## src/design/cal_pkg.sv

```systemverilog
// Shared types, constants and calendar functions for the calendar date counter.
package cal_pkg;

   localparam int DAY_W   = 5;
   localparam int MONTH_W = 4;
   localparam int YEAR_W  = 14;
   localparam int DOY_W   = 9;

   localparam logic [YEAR_W-1:0]  YEAR_MAX    = 14'd9999;
   localparam logic [YEAR_W-1:0]  RESET_YEAR  = 14'd2000;
   localparam logic [DOY_W-1:0]   DAYS_NORMAL = 9'd365;
   localparam logic [DOY_W-1:0]   DAYS_LEAP   = 9'd366;
   localparam logic [MONTH_W-1:0] MONTH_JAN   = 4'd1;
   localparam logic [MONTH_W-1:0] MONTH_FEB   = 4'd2;
   localparam logic [MONTH_W-1:0] MONTH_DEC   = 4'd12;

   // request kinds carried on tuser
   typedef enum logic [0:0] {
      OP_LOAD    = 1'b0,
      OP_ADVANCE = 1'b1
   } op_type;

   // one full date as held and reported
   typedef struct packed {
      logic [DAY_W-1:0]   day;
      logic [MONTH_W-1:0] month;
      logic [YEAR_W-1:0]  year;
      logic [DOY_W-1:0]   doy;
      logic               leap;
   } date_type;

   // Gregorian leap rule; y/100 through a reciprocal multiply (exact below 43699)
   function automatic logic is_leap(input logic [YEAR_W-1:0] y);
      logic [27:0]       prod;
      logic [7:0]        q;
      logic [13:0]       qx100;
      logic [YEAR_W-1:0] r;
      prod  = {14'd0, y} * 28'd5243;
      q     = prod[26:19];
      qx100 = {6'd0, q} * 14'd100;
      r     = y - qx100;
      if (r == '0) begin
         return (q[1:0] == 2'd0);
      end
      return (y[1:0] == 2'd0);
   endfunction

   // month length; out-of-range month codes read as 31
   function automatic logic [DAY_W-1:0] days_in_month(input logic [MONTH_W-1:0] m,
                                                     input logic lp);
      logic [DAY_W-1:0] n;
      case (m) inside
         4'd4, 4'd6, 4'd9, 4'd11: n = 5'd30;
         MONTH_FEB:               n = lp ? 5'd29 : 5'd28;
         default:                 n = 5'd31;
      endcase
      return n;
   endfunction

   // days in the months before month m
   function automatic logic [DOY_W-1:0] days_before(input logic [MONTH_W-1:0] m,
                                                   input logic lp);
      logic [DOY_W-1:0] n;
      case (m)
         4'd2:    n = 9'd31;
         4'd3:    n = 9'd59;
         4'd4:    n = 9'd90;
         4'd5:    n = 9'd120;
         4'd6:    n = 9'd151;
         4'd7:    n = 9'd181;
         4'd8:    n = 9'd212;
         4'd9:    n = 9'd243;
         4'd10:   n = 9'd273;
         4'd11:   n = 9'd304;
         4'd12:   n = 9'd334;
         default: n = 9'd0;
      endcase
      if (lp && (m > MONTH_FEB)) begin
         n = n + 9'd1;
      end
      return n;
   endfunction

endpackage

```

## src/design/cal_step.sv

```systemverilog
// Next-date logic: load from day-of-year and year, or advance the held date one day.
module cal_step (
   input  logic                       op,
   input  logic [cal_pkg::DOY_W-1:0]  load_doy,
   input  logic [cal_pkg::YEAR_W-1:0] load_year,
   input  cal_pkg::date_type          cur,
   output cal_pkg::date_type          nxt,
   output logic                       load_error
);
   import cal_pkg::*;

   logic [YEAR_W-1:0]  ld_year;
   logic               ld_leap;
   logic               ld_bad;
   logic [MONTH_W-1:0] ld_month;
   logic [DOY_W-1:0]   ld_offset;
   logic [DOY_W-1:0]   ld_day;
   logic [DAY_W-1:0]   adv_dim;
   logic [YEAR_W-1:0]  adv_year;

   // load: saturate year, range check, month by parallel compares
   always_comb begin
      ld_year  = (load_year > YEAR_MAX) ? YEAR_MAX : load_year;
      ld_leap  = is_leap(ld_year);
      ld_bad   = (load_doy == '0) || (load_doy > (ld_leap ? DAYS_LEAP : DAYS_NORMAL));
      ld_month = MONTH_JAN;
      for (int k = 2; k <= 12; k++) begin
         if (load_doy > days_before(MONTH_W'(k), ld_leap)) begin
            ld_month = MONTH_W'(k);
         end
      end
      ld_offset = days_before(ld_month, ld_leap);
      ld_day    = load_doy - ld_offset;
   end

   // advance: year after December 31 wraps past the top year to zero
   assign adv_dim  = days_in_month(cur.month, cur.leap);
   assign adv_year = (cur.year >= YEAR_MAX) ? '0 : cur.year + 14'd1;

   always_comb begin
      nxt        = cur;
      load_error = 1'b0;
      if (op == OP_LOAD) begin
         nxt.year = ld_year;
         nxt.leap = ld_leap;
         if (ld_bad) begin
            nxt.day    = 5'd1;
            nxt.month  = MONTH_JAN;
            nxt.doy    = 9'd1;
            load_error = 1'b1;
         end else begin
            nxt.day   = ld_day[DAY_W-1:0];
            nxt.month = ld_month;
            nxt.doy   = load_doy;
         end
      end else begin
         if (cur.day >= adv_dim) begin
            nxt.day = 5'd1;
            if (cur.month >= MONTH_DEC) begin
               nxt.month = MONTH_JAN;
               nxt.year  = adv_year;
               nxt.leap  = is_leap(adv_year);
               nxt.doy   = 9'd1;
            end else begin
               nxt.month = cur.month + 4'd1;
               nxt.doy   = cur.doy + 9'd1;
            end
         end else begin
            nxt.day = cur.day + 5'd1;
            nxt.doy = cur.doy + 9'd1;
         end
      end
   end

endmodule

```

## src/design/calendar_date_counter.sv

```systemverilog
// Top level of the calendar date counter: request register, date state, response register.
//
// Holds a Gregorian date and returns one response for every request.
// Request channel (req_*): tuser carries the kind (load or advance one day),
// tdata carries the day-of-year and year used by a load.
// Response channel (rsp_*): the date after the request, its day-of-year, the
// leap flag of its year and a flag for a load with an out-of-range day number.
// An accepted request is first held in the request register and then passes
// through the date logic into the response register.
// Throughput: one request per cycle unless the receiver stalls; the date update
// is a single pass of compare and add logic between the request register and
// the date register. A response waiting in the output register does not block
// the request register from taking the next request; when the receiver stalls,
// the request register fills and req_tready drops until the response is taken.
// Reset (synchronous, active high) empties both registers and sets the date
// to January 1, 2000.
module calendar_date_counter (
   input  logic        clock,
   input  logic        reset,
   // request
   input  logic        req_tvalid,
   output logic        req_tready,
   input  logic [23:0] req_tdata,  // [8:0] load_day_of_year, [22:9] load_year, [23] zero
   input  logic [0:0]  req_tuser,  // [0] op
   // response
   output logic        rsp_tvalid,
   input  logic        rsp_tready,
   output logic [39:0] rsp_tdata   // [4:0] cur_day, [8:5] cur_month, [22:9] cur_year,
                                   // [31:23] cur_day_of_year, [32] leap, [33] load_error,
                                   // [39:34] zero
);
   import cal_pkg::*;

   logic              in_valid_ff, in_valid_in;
   logic              in_op_ff;
   logic [DOY_W-1:0]  in_doy_ff;
   logic [YEAR_W-1:0] in_year_ff;
   date_type          date_ff, date_in;
   logic              rsp_valid_ff, rsp_valid_in;
   date_type          rsp_date_ff;
   logic              rsp_err_ff;
   logic              in_move;
   logic              step_err;

   // handshake
   assign in_move     = in_valid_ff && (!rsp_valid_ff || rsp_tready);
   assign req_tready  = !in_valid_ff || in_move;
   assign in_valid_in = (req_tvalid && req_tready) || (in_valid_ff && !in_move);
   assign rsp_valid_in = in_move || (rsp_valid_ff && !rsp_tready);

   // request register
   always_ff @(posedge clock) begin
      if (reset) begin
         in_valid_ff <= 1'b0;
      end else begin
         in_valid_ff <= in_valid_in;
      end
      if (req_tvalid && req_tready) begin
         in_op_ff   <= req_tuser[0];
         in_doy_ff  <= req_tdata[8:0];
         in_year_ff <= req_tdata[22:9];
      end
   end

   cal_step u_step (
      .op         (in_op_ff),
      .load_doy   (in_doy_ff),
      .load_year  (in_year_ff),
      .cur        (date_ff),
      .nxt        (date_in),
      .load_error (step_err)
   );

   // held date
   always_ff @(posedge clock) begin
      if (reset) begin
         date_ff.day   <= 5'd1;
         date_ff.month <= MONTH_JAN;
         date_ff.year  <= RESET_YEAR;
         date_ff.doy   <= 9'd1;
         date_ff.leap  <= 1'b1;
      end else if (in_move) begin
         date_ff <= date_in;
      end
   end

   // response register
   always_ff @(posedge clock) begin
      if (reset) begin
         rsp_valid_ff <= 1'b0;
      end else begin
         rsp_valid_ff <= rsp_valid_in;
      end
      if (in_move) begin
         rsp_date_ff <= date_in;
         rsp_err_ff  <= step_err;
      end
   end

   assign rsp_tvalid = rsp_valid_ff;
   assign rsp_tdata  = {6'd0, rsp_err_ff, rsp_date_ff.leap, rsp_date_ff.doy,
                        rsp_date_ff.year, rsp_date_ff.month, rsp_date_ff.day};

endmodule

```

## config.mk

```make
export PLATFORM = sky130hd
export DESIGN_NAME = calendar_date_counter
export DESIGN_NICKNAME = d
export VERILOG_FILES = /design/src/design/cal_pkg.sv /design/src/design/cal_step.sv /design/src/design/calendar_date_counter.sv
export SDC_FILE = /design/constraint.sdc
export NUM_CORES = 1
export LEC_CHECK = 0
export ABC_AREA = 0
export BUFFER_PORTS_ARGS = -buffer_cell sky130_fd_sc_hd__buf_2
export CAP_MARGIN = 20
export CORE_ASPECT_RATIO = 0.8
export CORE_MARGIN = 5
export CORE_UTILIZATION = 55
export CTS_CLUSTER_DIAMETER = 120
export DETAILED_ROUTE_END_ITERATION = 6
export GPL_ROUTABILITY_DRIVEN = 0
export GPL_TIMING_DRIVEN = 0
export PLACE_DENSITY = 0.75
export SETUP_SLACK_MARGIN = 0.02
export SYNTH_ARGS = -nofsm -noshare
export SYNTH_HDL_FRONTEND = slang
export SYNTH_HIERARCHICAL = 1
export SYNTH_SLANG_ARGS = --single-unit
```

## constraint.sdc

```tcl
create_clock -name clock -period 13.1 [get_ports clock]
set_clock_uncertainty 0.05 [all_clocks]
set_input_delay 1.31 -clock clock [delete_from_list [all_inputs] [get_ports clock]]
set_output_delay 1.31 -clock clock [all_outputs]
set_load 0.02 [all_outputs]
```

[Word level (Yosys, flattened, before mapping)]
Memory sizes are Yosys's and may differ from the RTL's.
Index checks and enable logic that the tools add are counted.
Word-level totals
  word-level logic and storage cells: 122
  memories: 1
  memory bits (read-only): 144
  bits of input ports: 29
  register bits after elaboration: 93
  output and inout bits: 42
Cells by class
  add/subtract/negate cells: 8
  $mul: 4
  multiplexer cells: 49
  reductions and logical operators: 22
  magnitude comparators: 17
  equality and inequality tests: 5
Memories
  (name not given): depth 16, bits a word 9, read ports 1, clocked after Yosys merged registers in 0, wr ports 0, line cal_pkg.sv:64  | case (m)
Operators by type and width (number)
  multiplier 14 x 13 -> 27 bit, second input constant: 2
  two-way mux 4 bit: 12
  two-way mux 14 bit: 3
  greater-than comparator 9 x 8 -> 1 bit: 4
  greater-than comparator 9 bit: 4
  two-way mux 9 bit: 4
  two-way mux 33 bit: 1
  zero test 14 bit: 2
  subtractor 14 bit: 2
  multiplier 8 x 5 -> 12 bit, second input constant: 2
  two-way mux 5 bit: 4
  greater-than comparator 9 x 7 -> 1 bit: 2
  two-way mux 1 bit: 18
  two-way mux 18 bit: 1
  adder 14 x 1 -> 14 bit, second input constant: 1
  greater-or-equal comparator 14 bit, second input constant: 1
  greater-than comparator 14 bit, second input constant: 1
  adder 5 x 1 -> 5 bit, second input constant: 2
  adder 9 x 1 -> 9 bit, second input constant: 1
  greater-than comparator 9 x 5 -> 1 bit, second input constant: 1
  greater-than comparator 9 x 6 -> 1 bit: 1
  zero test 9 bit: 1
  == test 4 x 3 -> 1 bit, second input constant: 2
  == test 4 bit, second input constant: 2
  other kinds (13): 31

[Depth between registers and ports, before layout]
  word-level depth: 26
  mapped depth: 74
  gate-level depth less buffers: 72

[Cells and area by module]
The synthesis kept the hierarchy.
By module, submodules not included
  cal_step: cells each 1402, seq. area each 0.0 um^2, area each 11472.3 um^2, instances 1
  calendar_date_counter: cells each 219, seq. area each 2442.3 um^2, area each 3340.7 um^2, instances 1

[Worst setup path before layout]
No wires, ideal clock.
  path type: reg2reg
  start: reg in_year_ff[4]
  end: reg rsp_date_ff (netlist bit rsp_tdata[4]) (data pin)
  arrival: 13345 ps
  period minus slack after synthesis: 13668 ps
  library setup time: 273 ps
  stages on the path, launching flop included: 67
  required time: 12777 ps
  path slack: -568 ps
  cells stage by stage: edfxtp_1 clkbuf_1 nor4_1 nor2_1 nor2_1 nand2_1 inv_1 nand2_1 o21ai_0 ha_1 inv_1 fa_1 inv_1 fa_1 inv_1 fa_1 inv_1 ha_1 (+31 left out) inv_1 a21oi_2 inv_1 ha_1 mux2_2 o21ai_0 a21oi_1 ha_1 inv_1 nor2_1 xor2_1 ha_1 a21o_1 a21oi_1 xnor2_1 xnor2_1 xnor2_1 o22ai_1
RTL lines
  from (decl): line calendar_date_counter.sv:37  | logic [YEAR_W-1:0] in_year_ff;
  from (signal assigned): line calendar_date_counter.sv:61  | in_year_ff <= req_tdata[22:9];
  to (signal assigned): line calendar_date_counter.sv:95  | rsp_date_ff <= date_in;
  to (decl): line calendar_date_counter.sv:40  | date_type rsp_date_ff;

==> out/summary.log <==
qor: status.outcome finished with violations
qor: status.violations negative setup slack
qor: finish.postLayoutCoreUtil 67.4%
qor: logic_synthesis.synth_compound_area_share 12.7%
qor: worst_setup_path.worstSetupEndpointType flip-flop
qor: clock_network.clkTransAtPathRegs 0.08 ns
qor: finish.diodes 0
qor: finish.layout.nets 2220
qor: sta.period_minus_slack 13.74 ns
qor: placement.place_inst 2048
qor: die.design.portCount 71
qor: global_routing.grt-ovfl-total 0
qor: drt.drc_errors 0
qor: clock_network.root_buffer clkbuf_16
qor: clock_network.worst_skew_pair.late_latency 0.36 ns
qor: drt.route.vias.total 12900
qor: drt.first_pass_iters 6
qor: worst_setup_path.timing.critical_path.required 13.13 ns
qor: sta.timing.fmax 72.8 MHz
qor: sta.final_critical_path_setup_slack -0.641 ns
qor: worst_setup_path.worst_r2r_startpoint in_year_ff[4]$_DFFE_PP_
qor: logic_synthesis.synth_mux_area_share 2.65%
qor: die.fp.coreArea 26400 um^2
qor: die.die_width 193 um
qor: global_routing.antenna_found_initial 0
qor: logic_synthesis.async_reset_ff_share 0%
qor: worst_setup_path.timing.setup.critical_path_class reg2reg
qor: sta.setup_total_negative_slack -2.61 ns
qor: clock_network.clock_tree_from_tritoncts built
qor: finish.area_growth 20.1%
qor: finish.drive_gt1_share 23.0%
qor: sta.timing.slew.headroom 42.0%
qor: die.die-height 157 um
qor: worst_setup_path.crit_path_max_fanout 6
qor: sta.tightestPinTransition 0.866 ns
qor: die.placementRows 53
qor: global_routing.grt_first_pass_wirelength 66000 um
qor: clock_network.cts-root-to-sink-buffers 2
qor: sta.rsz_0062_raised_after_global_routing true
qor: logic_synthesis.synth_top_family_by_area adder cells
qor: min_path.hp-start date_ff[26]$_SDFFE_PP0P_
qor: logic_synthesis.synth.yosys.seq_area_share 16.5%
qor: logic_synthesis.synth_cells 1621
qor: finish.final_common_cell inv_1
qor: die.start_util 56.1%
qor: drt.detail_route.vias_per_cell 5.96
qor: logic_synthesis.synth_area_leaders ha_1, fa_1, edfxtp_1
qor: finish.mostFrequentLayoutCells inv_1, ha_1, fa_1
qor: logic_synthesis.mappedNetlistArea 14800 um^2
qor: clock_network.cts.sink_count 93
qor: worst_setup_path.worstPathArrival 13.77 ns
qor: drt.drtAntennaViolNets 0
qor: clock_network.cts_buffers 9
qor: logic_synthesis.flop_and_latch_count_out_of_synthesis 93
qor: clock_network.number_of_h_tree_branching_levels 3
qor: logic_synthesis.ys.warnings.count 6
qor: logic_synthesis.yosys.area_share.simple 13.8%
qor: drt.initialDrtViolationCount 1132
qor: logic_synthesis.post-synth-top-area-fraction 23.3%
qor: placement.portBuffers 62
qor: logic_synthesis.synth-adder-area-share 39.7%
qor: finish.layout.cells.non_filler 2156
qor: worst_setup_path.setup.worst_path.start in_year_ff[4]$_DFFE_PP_
qor: sta.setup_viol_count_final 7
qor: worst_setup_path.crit_slowest_cell fa_1
qor: drt.wl_per_cell 19.7 um
qor: global_routing.grt_start_max_net_pins 44
qor: sta.fin_hold_ws 0.437 ns
qor: sta.timing.final.hold_violations 0
qor: logic_synthesis.post_synth_xor_area_fraction 5.55%
qor: drt.wirelength 42400 um
qor: logic_synthesis.post_synth_edffs 58
qor: job.maxcap_viol_count 0
qor: sta.fin_crit_sh 105%
qor: logic_synthesis.yosys.area.top_type ha_1
qor: sta.slew_violations 0
qor: die.fp.dieArea 30300 um^2
qor: logic_synthesis.post_synth.cell_area_avg 9.14 um^2
qor: logic_synthesis.netlist-cell-type-count 92
qor: min_path.holdCritPathClass reg2reg
qor: worst_setup_path.startpoint_type flip-flop
qor: logic_synthesis.yosys_most_used_dff edfxtp_1
qor: global_routing.first_global_vias 13000
qor: global_routing.grt_util_all_layers 26.5%
qor: placement.dp.final_hpwl 30100 um
qor: worst_setup_path.crit_path_max_incr_delay 0.54 ns
qor: clock_network.cts-hold-fix-buffers 0
==> final timing paths <==
kind | endpoint | slack [ns] | depth (start not counted)
max | rsp_tdata[4]$_DFFE_PP_ | -0.64 | 63
min | date_ff[26]$_SDFFE_PP0P_ | 0.44 | 2
max reg2reg | rsp_tdata[4]$_DFFE_PP_ | -0.64 | 63
min reg2reg | date_ff[26]$_SDFFE_PP0P_ | 0.44 | 2
==> through the flow <==
stage / area (um^2) / setup WS, ns
2_1_floorplan: 14900 / 0.0444
3_3_place_gp: 15700 / -2.29
3_5_place_dp: 15700 / -2.45
4_1_cts: 17300 / 0.0242
5_1_grt: 17800 / -1.10
6_report: 17800 / -0.641
==> metal layers <==
metal / track usage [%] / vias to the layer above / routed length, um
li1: - / 5859 / -
met1: 36.5 / 6144 / 17900
met2: 43.2 / 657 / 19000
met3: 3.75 / 196 / 3400
met4: 9.37 / 0 / 2070
met5: 0 / - / 0
==> cells in the mapped netlist (6+ instances only) <==
| cell | instances |
|---|---|
| a21o_1 | 28 |
| a21oi_1 | 63 |
| a22oi_1 | 7 |
| a31oi_1 | 7 |
| and2_1 | 9 |
| and3_1 | 16 |
| buf_2 | 6 |
| buf_4 | 7 |
| clkbuf_1 | 42 |
| dfxtp_1 | 35 |
| edfxtp_1 | 58 |
| fa_1 | 121 |
| ha_1 | 276 |
| inv_1 | 268 |
| mux2i_1 | 37 |
| nand2_1 | 78 |
| nand2b_1 | 63 |
| nand3_1 | 34 |
| nand4_1 | 10 |
| nor2_1 | 92 |
| nor2b_1 | 17 |
| nor3_1 | 22 |
| nor4_1 | 7 |
| o211ai_1 | 9 |
| o21a_1 | 11 |
| o21ai_0 | 47 |
| o21bai_1 | 9 |
| o221ai_1 | 11 |
| o22ai_1 | 10 |
| or2_2 | 17 |
| or3_1 | 6 |
| xnor2_1 | 63 |
| xor2_1 | 29 |
==> sequential cells by signal, indices dropped and copies added, names as in the netlist <==
register     flops
in_year_ff      14
in_op_ff         1
rsp_tdata       33
rsp_tvalid       1
date_ff         33
rsp_err_ff       1
in_valid_ff      1
in_doy_ff        9
==> cell type report <==
type                            count  area (um^2)
Tap cell                          357          447
Timing Repair Buffer              165         1120
Clock buffer                       11          233
Buffer                             54          387
Multi-Input combinational cell   1201        12100
Fill cell                        1942         8600
Sequential cell                    93         2440
Clock inverter                      5         35.0
Inverter                          270         1020
==> worst max-delay path, delay by kind of cell (launching register included) <==
kind	cells	cell delay, ns
XOR/XNOR	6	1.41
AND/OR/NAND/NOR	14	2.23
AO/OA/AOI/OAI	16	3.57
buffers and inverters	13	1.00
flip-flops	1	0.41
adder cells (fa/ha/maj)	14	4.74
==> cells by family after synthesis <==
logic type,Yosys count
adders and majority gates,398
and+or+nand+nor,395
buffers and inverters,332
AOI/OAI and AO/OA,269
xor gates and xnor gates,93
DFF,93
muxes,39
other,2
==> what timing repair did <==
item | 4_1_cts | 5_1_grt
buffers inserted | 78 | 23
pin swaps | 90 | 83
gates resized for setup | 164 | 80
cloned | 1 | 0
endpoints found under the setup margin | 11 | 9
Power is not shown: default switching activity piles up to over one toggle a cycle in this logic, so the estimate is an artifact.
